===== src/hdl/safp_pkg.sv =====
// Shared types and constants for the sprite atlas first-fit placer.
// Command and status structs joining safp_ctrl and safp_dp; no dependencies.
package safp_pkg;

  localparam int DIM_W      = 13;
  localparam int FMT_W      = 4;
  localparam int FLD_W      = 14;
  localparam int PAD_W      = 7;
  localparam int AREA_W     = 27;
  localparam int CRD_W      = 15;
  localparam int TIDX_W     = 4;
  localparam int CFG_IDX_W  = 4;
  localparam int CFG_DATA_W = 13;

  localparam logic [CFG_IDX_W-1:0] CFG_MAX_W   = 4'd0;
  localparam logic [CFG_IDX_W-1:0] CFG_MAX_H   = 4'd1;
  localparam logic [CFG_IDX_W-1:0] CFG_PADDING = 4'd2;
  localparam logic [CFG_IDX_W-1:0] CFG_POW2    = 4'd3;

  localparam logic [DIM_W-1:0] RST_MAX_W   = 13'd2048;
  localparam logic [DIM_W-1:0] RST_MAX_H   = 13'd2048;
  localparam logic [PAD_W-1:0] RST_PADDING = 7'd2;
  localparam logic             RST_POW2    = 1'b1;

  typedef struct packed {
    logic accept;
    logic prep;
    logic tex_first;
    logic tex_next;
    logic scan_start;
    logic row_next;
    logic x_next;
    logic sweep_start;
    logic sweep_step;
    logic use_ref;
    logic ref_start;
    logic ref_next;
    logic new_area;
    logic new_tex;
    logic place;
    logic ovf;
  } cmd_t;

  typedef struct packed {
    logic box_full;
    logic tex_full;
    logic direct;
    logic tex_end;
    logic tex_ok;
    logic row_ok;
    logic col_ok;
    logic sweep_hit;
    logic sweep_done;
    logic ref_in;
  } stat_t;

  function automatic logic [FLD_W-1:0] round_pow2(input logic [FLD_W-1:0] v);
    logic [FLD_W-1:0] r;
    r = 14'h2000;
    for (int i = FLD_W - 2; i >= 0; i--) begin
      if ((14'd1 << i) >= v) r = 14'd1 << i;
    end
    return r;
  endfunction

endpackage


===== src/hdl/safp_ctrl.sv =====
// Placer controller: one-hot state machine sequencing the datapath.
// Issues safp_pkg::cmd_t, reads safp_pkg::stat_t; depends on safp_pkg.
module safp_ctrl (
  input  logic            clk,
  input  logic            rst,
  input  logic            in_valid,
  output logic            in_ready,
  output logic            out_valid,
  input  logic            out_ready,
  input  safp_pkg::stat_t stat,
  output safp_pkg::cmd_t  cmd
);
  import safp_pkg::*;

  typedef enum logic [10:0] {
    S_IDLE   = 11'b00000000001,
    S_PREP   = 11'b00000000010,
    S_TEXCHK = 11'b00000000100,
    S_GRID   = 11'b00000001000,
    S_CSWEEP = 11'b00000010000,
    S_ROFF   = 11'b00000100000,
    S_RSWEEP = 11'b00001000000,
    S_PLACE  = 11'b00010000000,
    S_NEWA   = 11'b00100000000,
    S_NEWT   = 11'b01000000000,
    S_OUT    = 11'b10000000000
  } state_t;

  state_t state, state_next;

  always_ff @(posedge clk) begin
    if (rst) state <= S_IDLE;
    else     state <= state_next;
  end

  assign in_ready  = (state == S_IDLE);
  assign out_valid = (state == S_OUT);

  always_comb begin
    cmd        = '0;
    state_next = state;
    case (state)
      S_IDLE: begin
        if (in_valid) begin
          cmd.accept = 1'b1;
          state_next = S_PREP;
        end
      end
      S_PREP: begin
        cmd.prep = 1'b1;
        if (stat.box_full) begin
          cmd.ovf    = 1'b1;
          state_next = S_OUT;
        end else if (stat.direct) begin
          state_next = S_NEWA;
        end else begin
          cmd.tex_first = 1'b1;
          state_next    = S_TEXCHK;
        end
      end
      S_TEXCHK: begin
        if (stat.tex_end) begin
          state_next = S_NEWA;
        end else if (stat.tex_ok) begin
          cmd.scan_start = 1'b1;
          state_next     = S_GRID;
        end else begin
          cmd.tex_next = 1'b1;
        end
      end
      S_GRID: begin
        if (!stat.row_ok) begin
          cmd.tex_next = 1'b1;
          state_next   = S_TEXCHK;
        end else if (stat.col_ok) begin
          cmd.sweep_start = 1'b1;
          state_next      = S_CSWEEP;
        end else begin
          cmd.row_next = 1'b1;
        end
      end
      S_CSWEEP: begin
        cmd.sweep_step = 1'b1;
        if (stat.sweep_hit) begin
          cmd.x_next = 1'b1;
          state_next = S_GRID;
        end else if (stat.sweep_done) begin
          cmd.ref_start = 1'b1;
          state_next    = S_ROFF;
        end
      end
      S_ROFF: begin
        cmd.use_ref = 1'b1;
        if (stat.ref_in) begin
          cmd.sweep_start = 1'b1;
          state_next      = S_RSWEEP;
        end else begin
          cmd.ref_next = 1'b1;
        end
      end
      S_RSWEEP: begin
        cmd.use_ref    = 1'b1;
        cmd.sweep_step = 1'b1;
        if (stat.sweep_hit) begin
          cmd.ref_next = 1'b1;
          state_next   = S_ROFF;
        end else if (stat.sweep_done) begin
          state_next = S_PLACE;
        end
      end
      S_PLACE: begin
        cmd.use_ref = 1'b1;
        cmd.place   = 1'b1;
        state_next  = S_OUT;
      end
      S_NEWA: begin
        cmd.new_area = 1'b1;
        state_next   = S_NEWT;
      end
      S_NEWT: begin
        if (stat.tex_full) cmd.ovf = 1'b1;
        else               cmd.new_tex = 1'b1;
        state_next = S_OUT;
      end
      S_OUT: begin
        if (out_ready) state_next = S_IDLE;
      end
      default: state_next = S_IDLE;
    endcase
  end

endmodule


===== config.mk =====
export PLATFORM = sky130hd
export DESIGN_NAME = safp_ctrl
export DESIGN_NICKNAME = d
export VERILOG_FILES = /design/src/hdl/safp_pkg.sv /design/src/hdl/safp_ctrl.sv
export SDC_FILE = /design/constraint.sdc
export NUM_CORES = 1
export LEC_CHECK = 0
export BUFFER_PORTS_ARGS = -buffer_cell sky130_fd_sc_hd__buf_2
export CAP_MARGIN = 20
export CELL_PAD_IN_SITES_DETAIL_PLACEMENT = 1
export CELL_PAD_IN_SITES_GLOBAL_PLACEMENT = 1
export CORE_ASPECT_RATIO = 0.6
export CORE_MARGIN = 5
export CORE_UTILIZATION = 37
export CTS_BUF_LIST = sky130_fd_sc_hd__clkbuf_4 sky130_fd_sc_hd__clkbuf_8
export DETAILED_ROUTE_END_ITERATION = 10
export PLACE_DENSITY_LB_ADDON = 0.3
export SETUP_SLACK_MARGIN = 0.15
export SLEW_MARGIN = 25
export SYNTH_ARGS = -nofsm -noshare
export SYNTH_HDL_FRONTEND = slang
export SYNTH_SLANG_ARGS = --single-unit
export TNS_END_PERCENT = 20

===== constraint.sdc =====
create_clock -name clk -period 2.2 [get_ports clk]
set_clock_uncertainty 0.15 [all_clocks]
set_input_delay 0.33 -clock clk [delete_from_list [all_inputs] [get_ports clk]]
set_output_delay 0.33 -clock clk [all_outputs]
set_load 0.05 [all_outputs]

==> impl_metrics.py, run 1 <==
metrics = {
    "sta": {
        "finalSetupViolCount": 26,
        "slew_headroom_pct": 59.2,
        "rsz0062_at_grt": "yes",
        "final.period_utilization_pct": 114,
        "tns_ns": -3.73,
        "worst_pin_slew_ns": 0.603,
        "finalWorstSetupSlack_ns": -0.304,
        "maxSlewViolCount": 0,
        "finalHoldViolations": 0,
        "min_period_ns": 2.50,
        "fmax_mhz": 399,
        "timing.hold.ws_ns": 0.262,
    },
    "floorplan": {
        "pin_count": 32,
        "initial_core_util_pct": 38.5,
        "die_x_um": 75.7,
        "die-area_sq_um": 3740,
        "die_y_um": 49.4,
        "core-area_sq_um": 2490,
        "row_count": 14,
    },
    "place": {
        "gp_congestion": 0.873,
        "port_buffers": 31,
        "dpl.hpwl_um": 3050,
        "postPlaceCellArea_sq_um": 1310,
        "dp.cells": 196,
    },
    "drt": {
        "drt_wl_total_um": 5520,
        "dr.pass1.iters": 4,
        "drtIter0Drc": 88,
        "final_antenna_net_count": 0,
        "vias": 1339,
        "post_drt_wl_per_cell_um": 26.0,
        "drcViolationCount": 0,
        "avgViaCountPerCell": 6.32,
    },
    "worst_setup_path": {
        "r2r_start": "state[5]",
        "r2r_slack_ns": -0.19,
        "cp_data_required_time_ns": 1.72,
        "cp.arrival_ns": 2.02,
        "regToRegEndpoint": "state[6]",
        "cp-end-kind": "primary output",
        "crit_path_start_kind": "register",
        "setup.worst_path.class": "register to primary output",
        "crit_fanout": 4,
        "ff2ff_path_depth": 8,
    },
    "yosys": {
        "synth_top_area_share_pct": 23.0,
        "ys_warn_count": 0,
        "ys_ff_latch": 11,
        "async_reset_ff_share_pct": 0,
        "synth_area_leaders": "dfxtp_1, nor2_1, o21ai_0, nor4b_1, nor4_4",
        "yosysSeqAreaShare_pct": 23.0,
        "synth_area_sq_um": 957,
        "syn_nets": 135,
        "synth_cell_types": 46,
        "synth-edff-count": 0,
        "synthCells": 121,
        "synth_common_cells": "nor2_1, dfxtp_1, inv_1",
        "post-synth-top-area-cell": "dfxtp_1",
        "synth_ff_type": "dfxtp_1",
        "synth.most_common_cell": "nor2_1",
        "postSynthAreaPerCell_sq_um": 7.91,
    },
    "power_and_ir_drop": {
        "power_leakage_nw": 0.714,
        "sw_frac_of_total_pct": 46.3,
        "clockPowerShare_pct": 15.9,
        "p_per_area_nw_per_um2": 864,
        "power_mw": 1.48,
        "pwr-share-seq_pct": 18.3,
        "max-vdd-ir-drop_mv": 0.784,
        "share_comb_of_total_power_pct": 65.8,
        "power.switching_mw": 0.687,
        "p_int_mw": 0.796,
    },
    "clock_network": {
        "clockBufferDepth": 2,
        "htree_num_levels": 1,
        "cts_buffers": 3,
        "clk_latency_ns": 0.26,
        "clk_pin_slew_worst_paths_ns": 0.06,
        "cts_sinks": 11,
        "clock-root-buffer": "clkbuf_8",
        "cts_tree": "yes",
    },
    "cells_and_area": {
        "nFillCells": 281,
        "reg.largest.list": "state x11",
        "finalNonFillerCells": 212,
        "antenna_cells": 0,
        "area_delta_synth_final_pct": 79.2,
        "layout.nets": 195,
        "multi_input_area_sq_um": 831,
        "top_register": "state",
        "drive_gt1_share_pct": 62.2,
        "ff_latch_area_sq_um": 228,
        "largest_register_ffs": 11,
        "fin_area_sq_um": 1720,
    },
    "outcome": {
        "violations": "negative setup slack",
        "status": "finished, violations left",
    },
    "global_route": {
        "grt_start_max_net_pins": 12,
        "grt_antenna_before_repair": 0,
        "overflow": 0,
        "gr-usage-all-layers_pct": 27.9,
        "grt_pass1_wl_um": 7620,
        "grt_pass1_vias": 1351,
    },
    "hold_path": {
        "hp-start": "stat[7]",
        "worstHoldPathType": "input pin to register",
        "hold-path-cell-count": 3,
        "hold_path_end": "state[8]",
    },
    "job": {
        "cap_viol_max_count": 0,
    },
}
power by group through the flow:
stage	registers [mW]	clock network (mW)	logic (mW)
2_1_floorplan	0.262	0	0.452
3_3_place_gp	0.261	0	0.631
3_5_place_dp	0.262	0	0.648
4_1_cts	0.262	0.220	0.827
5_1_grt	0.272	0.248	1.02
6_report	0.271	0.236	0.975
placed cells by master (no fill, tap or decap), types with 4 or more instances in the layout:
cell / count
buf_8: 6
buf_6: 11
nor2_1: 6
nor2_2: 4
dfxtp_1: 7
nand4b_1: 4
inv_1: 9
buf_2: 13
buf_4: 32
o21ai_0: 7
cell type report:
class | count | share of cell area [%]
clock buffer | 4 | 2.84
inverter | 11 | 2.84
multi-input combinational | 92 | 48.4
sequential | 11 | 13.3
tap | 32 | 2.33
timing repair buffer | 62 | 30.3
timing repair:
action,in CTS,in global routing
cloned,0,0
endpoints found under the setup margin,26,27
gates resized for setup,57,19
pin swaps,19,14
buffers inserted,6,6
hold buffers,0,0
cells by family (layout without fill, tap and decap cells):
logic type	after synthesis	in the layout	share of synthesized area [%]
buffers and inverters	18	77	10.7
AND/OR/NAND/NOR	61	61	42.1
flip-flops	11	11	23.0
XOR/XNOR	4	4	3.66
AO/OA/AOI/OAI	27	27	20.5
worst max-delay path by stage:
stage | endpoint | start | slack (ns) | depth (start not counted)
3_3_place_gp | cmd[0] | state[5] | -0.006 | 5
6_report | cmd[0] | state[6] | -0.30 | 8
2_1_floorplan | out_valid | state[6] | -0.11 | 4
4_1_cts | cmd[0] | state[4] | -0.24 | 5
5_1_grt | cmd[0] | state[6] | -0.35 | 8
3_5_place_dp | cmd[0] | state[5] | -0.10 | 5
worst max-delay path: stages (launching register included):
cell	delay, ns
dfxtp_1	0.34
nor4_4	0.40
nand2_1	0.15
nand4b_1	0.24
buf_4	0.18
clkinvlp_4	0.10
nand2_2	0.10
o21ai_4	0.07
buf_6	0.17
per-stage QoR:
stage | worst slack, ns | util (%)
finish | -0.304 | 69.0
global route | -0.347 | 69.0
CTS | -0.242 | 64.3
detailed placement | -0.103 | 52.8
global placement | -0.00573 | 52.8
floorplan | -0.110 | -
routing by layer:
metal  global-route usage (%)  wire length [um]  share of wire, %
met1                     35.8              2310                42
met2                     47.0              2590                47
met3                     5.76               422               7.6
met4                     6.98               197               3.6
met5                        0                 0                 0
Power figures use the tool's default switching activity.
==> run 2, diff against run 1 <==
--- a/config.mk
+++ b/config.mk
@@ -15,6 +15,7 @@
 export CTS_BUF_LIST = sky130_fd_sc_hd__clkbuf_4 sky130_fd_sc_hd__clkbuf_8
 export DETAILED_ROUTE_END_ITERATION = 10
 export PLACE_DENSITY_LB_ADDON = 0.3
+export REMOVE_ABC_BUFFERS = 1
 export SETUP_SLACK_MARGIN = 0.15
 export SLEW_MARGIN = 25
 export SYNTH_ARGS = -nofsm -noshare
==> run 2 against run 1 <==
The run still ends with negative setup slack left. First-iteration DRC count rose by 25%. Sequential power barely moved. Hold slack got worse by 0.023 ns. Final area rose by 1.6%. Clock power barely moved. Power rose by 2.3%. Register-to-register slack improved by 0.02 ns. Critical path type unchanged. Largest power group unchanged.
==> impl_metrics.py, run 2 (same netlist as run 1, synthesis figures left out) <==
metrics = {
    "outcome": {
        "status": "finished, violations left",
        "violations": "negative setup slack",
    },
    "cells_and_area": {
        "mostFrequentLayoutCells": "buf_4, buf_6, buf_2",
        "largest_register_ffs": 11,
        "antenna_cells": 0,
        "drive_gt1_share_pct": 61.8,
        "area_delta_synth_final_pct": 82.1,
        "reg.largest.list": "state x11",
        "final_common_cell": "buf_4",
        "finalNonFillerCells": 218,
        "top_register": "state",
        "layout.nets": 201,
    },
    "clock_network": {
        "cts_sinks": 11,
        "clk_pin_slew_worst_paths_ns": 0.05,
        "htree_num_levels": 1,
        "clk_latency_ns": 0.25,
        "cts_tree": "yes",
        "cts-hold-fix-buffers": 0,
        "clock-root-buffer": "clkbuf_8",
        "cts_buffers": 3,
        "clockBufferDepth": 2,
    },
    "sta": {
        "slew_headroom_pct": 61.9,
        "worst_pin_slew_ns": 0.563,
        "final.period_utilization_pct": 116,
        "maxSlewViolCount": 0,
        "fmax_mhz": 391,
        "finalWorstSetupSlack_ns": -0.358,
        "finalHoldViolations": 0,
        "min_period_ns": 2.56,
        "finalSetupViolCount": 20,
        "rsz0062_at_grt": "yes",
    },
    "hold_path": {
        "hold-path-cell-count": 3,
        "hold_path_end": "state[8]",
        "hp-start": "stat[7]",
        "worstHoldPathType": "input pin to register",
    },
    "drt": {
        "final_antenna_net_count": 0,
        "dr.pass1.iters": 4,
        "drtIter0Drc": 110,
        "post_drt_wl_per_cell_um": 29.0,
        "vias": 1441,
        "drcViolationCount": 0,
        "drt_wl_total_um": 6310,
        "avgViaCountPerCell": 6.61,
    },
    "global_route": {
        "grt_use_met2_pct": 49.7,
        "use_met1_pct": 37.9,
        "grt_start_max_net_pins": 12,
        "gr-usage-all-layers_pct": 30.1,
        "grt_antenna_before_repair": 0,
        "busiest_layer": "met2",
        "grt_pass1_wl_um": 8190,
        "grt_pass1_vias": 1404,
        "met3_usage_pct": 8.64,
        "overflow": 0,
    },
    "floorplan": {
        "core-area_sq_um": 2490,
        "row_count": 14,
        "die_x_um": 75.7,
        "pin_count": 32,
        "die-area_sq_um": 3740,
        "initial_core_util_pct": 38.5,
        "die_y_um": 49.4,
    },
    "worst_setup_path": {
        "crit_path_start_kind": "register",
        "r2r_slack_ns": -0.17,
        "r2r_start": "state[7]",
        "cp.arrival_ns": 2.08,
        "crit_fanout": 4,
        "ff2ff_path_depth": 7,
        "cp_data_required_time_ns": 1.72,
        "setup.worst_path.class": "register to primary output",
        "cp-end-kind": "primary output",
        "regToRegEndpoint": "state[2]",
    },
    "power_and_ir_drop": {
        "max-vdd-ir-drop_mv": 0.836,
        "power_mw": 1.52,
        "p_per_area_nw_per_um2": 870,
        "power_leakage_nw": 0.760,
    },
    "place": {
        "gp_congestion": 0.818,
        "port_buffers": 31,
        "pre_cts_slack_ns": -0.0494,
        "dp.cells": 196,
        "dpl.hpwl_um": 2950,
    },
    "job": {
        "cap_viol_max_count": 0,
    },
}
==> run 2: cell count changes in the layout (fill, tap and decap cells not counted), sizes merged <==
cell	delta
buf	+6
clkinvlp	-2
inv	+2
==> run 2: worst max-delay path, cell delays in order, from the launching register on <==
cell and delay (ns):
dfxtp_4 0.36, nor4_4 0.38, buf_4 0.22, nand4_1 0.24
nor2_2 0.24, and2_1 0.20, buf_6 0.17
==> run 2: worst max path at each step <==
| stage | start | endpoint | slack (ns) | depth (start not counted) |
|---|---|---|---|---|
| after global placement | state[0] | cmd[4] | 0.003 | 5 |
| final | state[3] | cmd[5] | -0.36 | 6 |
| after global routing | state[3] | cmd[5] | -0.40 | 6 |
| after detailed placement | state[5] | cmd[0] | -0.05 | 5 |
| after CTS | state[4] | cmd[0] | -0.24 | 6 |
| after floorplan | state[1] | state[9] | -0.84 | 4 |
==> run 2: layer usage <==
| layer | part of all wire [%] | up-vias | routed length [um] |
|---|---|---|---|
| met5 | 0 | - | 0 |
| met4 | 6.4 | 0 | 407 |
| met3 | 11 | 47 | 682 |
| met2 | 44 | 116 | 2760 |
| met1 | 39 | 703 | 2470 |
| li1 | - | 575 | - |
==> run 2: repair_timing <==
action,CTS,global route
pin swaps,8,17
resized for setup,66,27
endpoints found under the setup margin,21,27
buffers inserted,10,8
==> run 2: final cells by class <==
class	instances	area [sq um]
multi-input combinational	92	812
fill	277	744
timing repair buffer	68	568
sequential	11	233
clock buffer	4	48.8
inverter	11	41.3
tap	32	40.0
==> run 2: where the power goes <==
part / internal, mW / leakage (nW) / total (mW) / switching, mW
combinational: 0.420 / 0.641 / 1.01 / 0.592
sequential: 0.230 / 0.0921 / 0.271 / 0.0414
clock: 0.141 / 0.0262 / 0.235 / 0.0936
==> run 2: through the flow <==
stage	utilization [%]	area, sq um	hold WS [ns]	setup TNS, ns
6_report	70.1	1740	0.239	-3.39
5_1_grt	70.1	1740	0.267	-4.93
4_1_cts	63.9	1590	0.230	-1.20
3_5_place_dp	49.6	1230	0.476	-0.127
3_3_place_gp	49.6	1230	0.451	0
2_1_floorplan	-	896	0.243	-6.01
==> run 3, diff against run 2 <==
--- a/config.mk
+++ b/config.mk
@@ -16,7 +16,6 @@
 export DETAILED_ROUTE_END_ITERATION = 10
 export PLACE_DENSITY_LB_ADDON = 0.3
 export REMOVE_ABC_BUFFERS = 1
-export SETUP_SLACK_MARGIN = 0.15
 export SLEW_MARGIN = 25
 export SYNTH_ARGS = -nofsm -noshare
 export SYNTH_HDL_FRONTEND = slang
==> constraint.sdc (replaced) <==
create_clock -name clk -period 2.8 [get_ports clk]
set_clock_uncertainty 0.15 [all_clocks]
set_input_delay 0.42 -clock clk [delete_from_list [all_inputs] [get_ports clk]]
set_output_delay 0.42 -clock clk [all_outputs]
set_load 0.05 [all_outputs]
==> run 3 against run 2 <==
The run now ends clean. Die area stayed put. Clock power is 29% lower. First-iteration DRC count is 46% lower. Largest cell class unchanged. Utilization is 23 points lower. Flip-flop and latch count stayed put. Hold slack better by 0.055 ns. Final area is 33% lower. Critical endpoint is now cmd[0]. Critical path type unchanged. Routed wire length is 50% lower.
==> impl_metrics.py, run 3 (same netlist as run 1, synthesis figures left out) <==
metrics = {
    "outcome": {
        "status": "completed",
    },
    "floorplan": {
        "initial_core_util_pct": 38.5,
        "row_count": 14,
        "die_y_um": 49.4,
        "die_x_um": 75.7,
        "core-area_sq_um": 2490,
        "die-area_sq_um": 3740,
        "pin_count": 32,
    },
    "worst_setup_path": {
        "setup.worst_path.class": "register to primary output",
        "crit_path_start_kind": "register",
        "r2r_start": "state[1]",
        "crit_fanout": 7,
        "ff2ff_path_depth": 5,
        "crit_start": "state[1]",
        "regToRegEndpoint": "state[3]",
        "cp.arrival_ns": 2.11,
        "cp_data_required_time_ns": 2.23,
        "cp-end-kind": "primary output",
        "r2r_slack_ns": 0.57,
    },
    "clock_network": {
        "clock-root-buffer": "clkbuf_8",
        "clk_latency_ns": 0.25,
        "clk_pin_slew_worst_paths_ns": 0.05,
        "cts-hold-fix-buffers": 0,
        "clockBufferDepth": 2,
        "cts_buffers": 3,
        "cts_sinks": 11,
        "htree_num_levels": 1,
        "cts_tree": "yes",
    },
    "cells_and_area": {
        "final_util_pct": 47.1,
        "nFillCells": 331,
        "finalNonFillerCells": 184,
        "mostFrequentLayoutCells": "buf_2, nor2_1, inv_1",
        "drive_gt1_share_pct": 32.9,
        "final_common_cell": "buf_2",
        "top_register": "state",
        "layout.nets": 167,
        "multi_input_area_sq_um": 637,
        "reg.largest.list": "state x11",
        "largest_register_ffs": 11,
        "area_delta_synth_final_pct": 22.4,
        "antenna_cells": 0,
        "ff_latch_area_sq_um": 221,
    },
    "power_and_ir_drop": {
        "power_leakage_nw": 0.544,
        "p_per_area_nw_per_um2": 676,
        "power_mw": 0.792,
        "max-vdd-ir-drop_mv": 0.460,
    },
    "drt": {
        "vias": 1037,
        "avgViaCountPerCell": 5.64,
        "drcViolationCount": 0,
        "drtIter0Drc": 59,
        "dr.pass1.iters": 4,
        "drt_wl_total_um": 3160,
        "post_drt_wl_per_cell_um": 17.2,
        "final_antenna_net_count": 0,
    },
    "place": {
        "gp_congestion": 0.808,
        "dpl.hpwl_um": 2490,
        "dp.cells": 179,
        "port_buffers": 31,
    },
    "global_route": {
        "overflow": 0,
        "grt_start_max_net_pins": 12,
        "grt_antenna_before_repair": 0,
        "gr-usage-all-layers_pct": 17.9,
        "grt_pass1_vias": 994,
        "grt_pass1_wl_um": 5070,
    },
    "sta": {
        "final.period_utilization_pct": 95.8,
        "maxSlewViolCount": 0,
        "tns_ns": 0,
        "finalHoldViolations": 0,
        "finalSetupViolCount": 0,
        "rsz0062_at_grt": "yes",
        "fmax_mhz": 373,
        "worst_pin_slew_ns": 0.590,
        "slew_headroom_pct": 60.4,
        "min_period_ns": 2.68,
    },
    "hold_path": {
        "hp-start": "stat[7]",
        "hold_path_end": "state[8]",
        "worstHoldPathType": "input pin to register",
        "hold-path-cell-count": 3,
    },
    "job": {
        "cap_viol_max_count": 0,
    },
}
run 3: cell types whose count changed in the layout (fill, tap and decap cells not counted), sizes merged:
cell	previous run	this run
buf	68	33
clkinv	0	1
run 3: final cells by class:
cell class	count	share of cell area [%]
Clock inverter	1	0.427
Multi-Input combinational cell	92	54.4
Timing Repair Buffer	34	15.8
Inverter	11	3.53
Sequential cell	11	18.9
Tap cell	32	3.42
Clock buffer	3	3.53
run 3: metal layers:
layer  wire, um  track usage, %
met3        252            5.97
met1       1460            26.3
met4         34            2.03
met2       1420            25.9
met5          0               0
run 3: through the flow:
stage               area, sq um  hold WS [ns]  worst slack, ns
floorplan                   896         0.333           -0.305
global placement           1110         0.453            0.380
detailed placement         1110         0.463            0.318
CTS                        1150         0.294           0.0517
global route               1170         0.319         -0.00734
finish                     1170         0.294            0.117
run 3: worst max path at each step:
stage                         end  cells after the start
after floorplan            cmd[3]                      3
after global placement     cmd[0]                      5
after detailed placement  cmd[13]                      6
after CTS                 cmd[13]                      6
after global routing       cmd[0]                      5
final                      cmd[0]                      5
run 3: repair_timing:
item                       CTS  global route
gates resized for setup      0             7
buffers inserted             0             1
setup endpoints to repair    0             5
run 3: worst max-delay path, stage by stage (launching register included):
cell,delay [ns]
dfxtp_1,0.38
nor4_4,0.44
nand2_2,0.14
or4b_4,0.55
o21ai_1,0.13
buf_4,0.21
run 3: where the power goes:
part           internal (mW)  total, mW  leakage [nW]  switching, mW
Clock                 0.0984      0.167        0.0255         0.0685
Sequential             0.177      0.221        0.0898         0.0440
Combinational          0.126      0.403         0.429          0.277
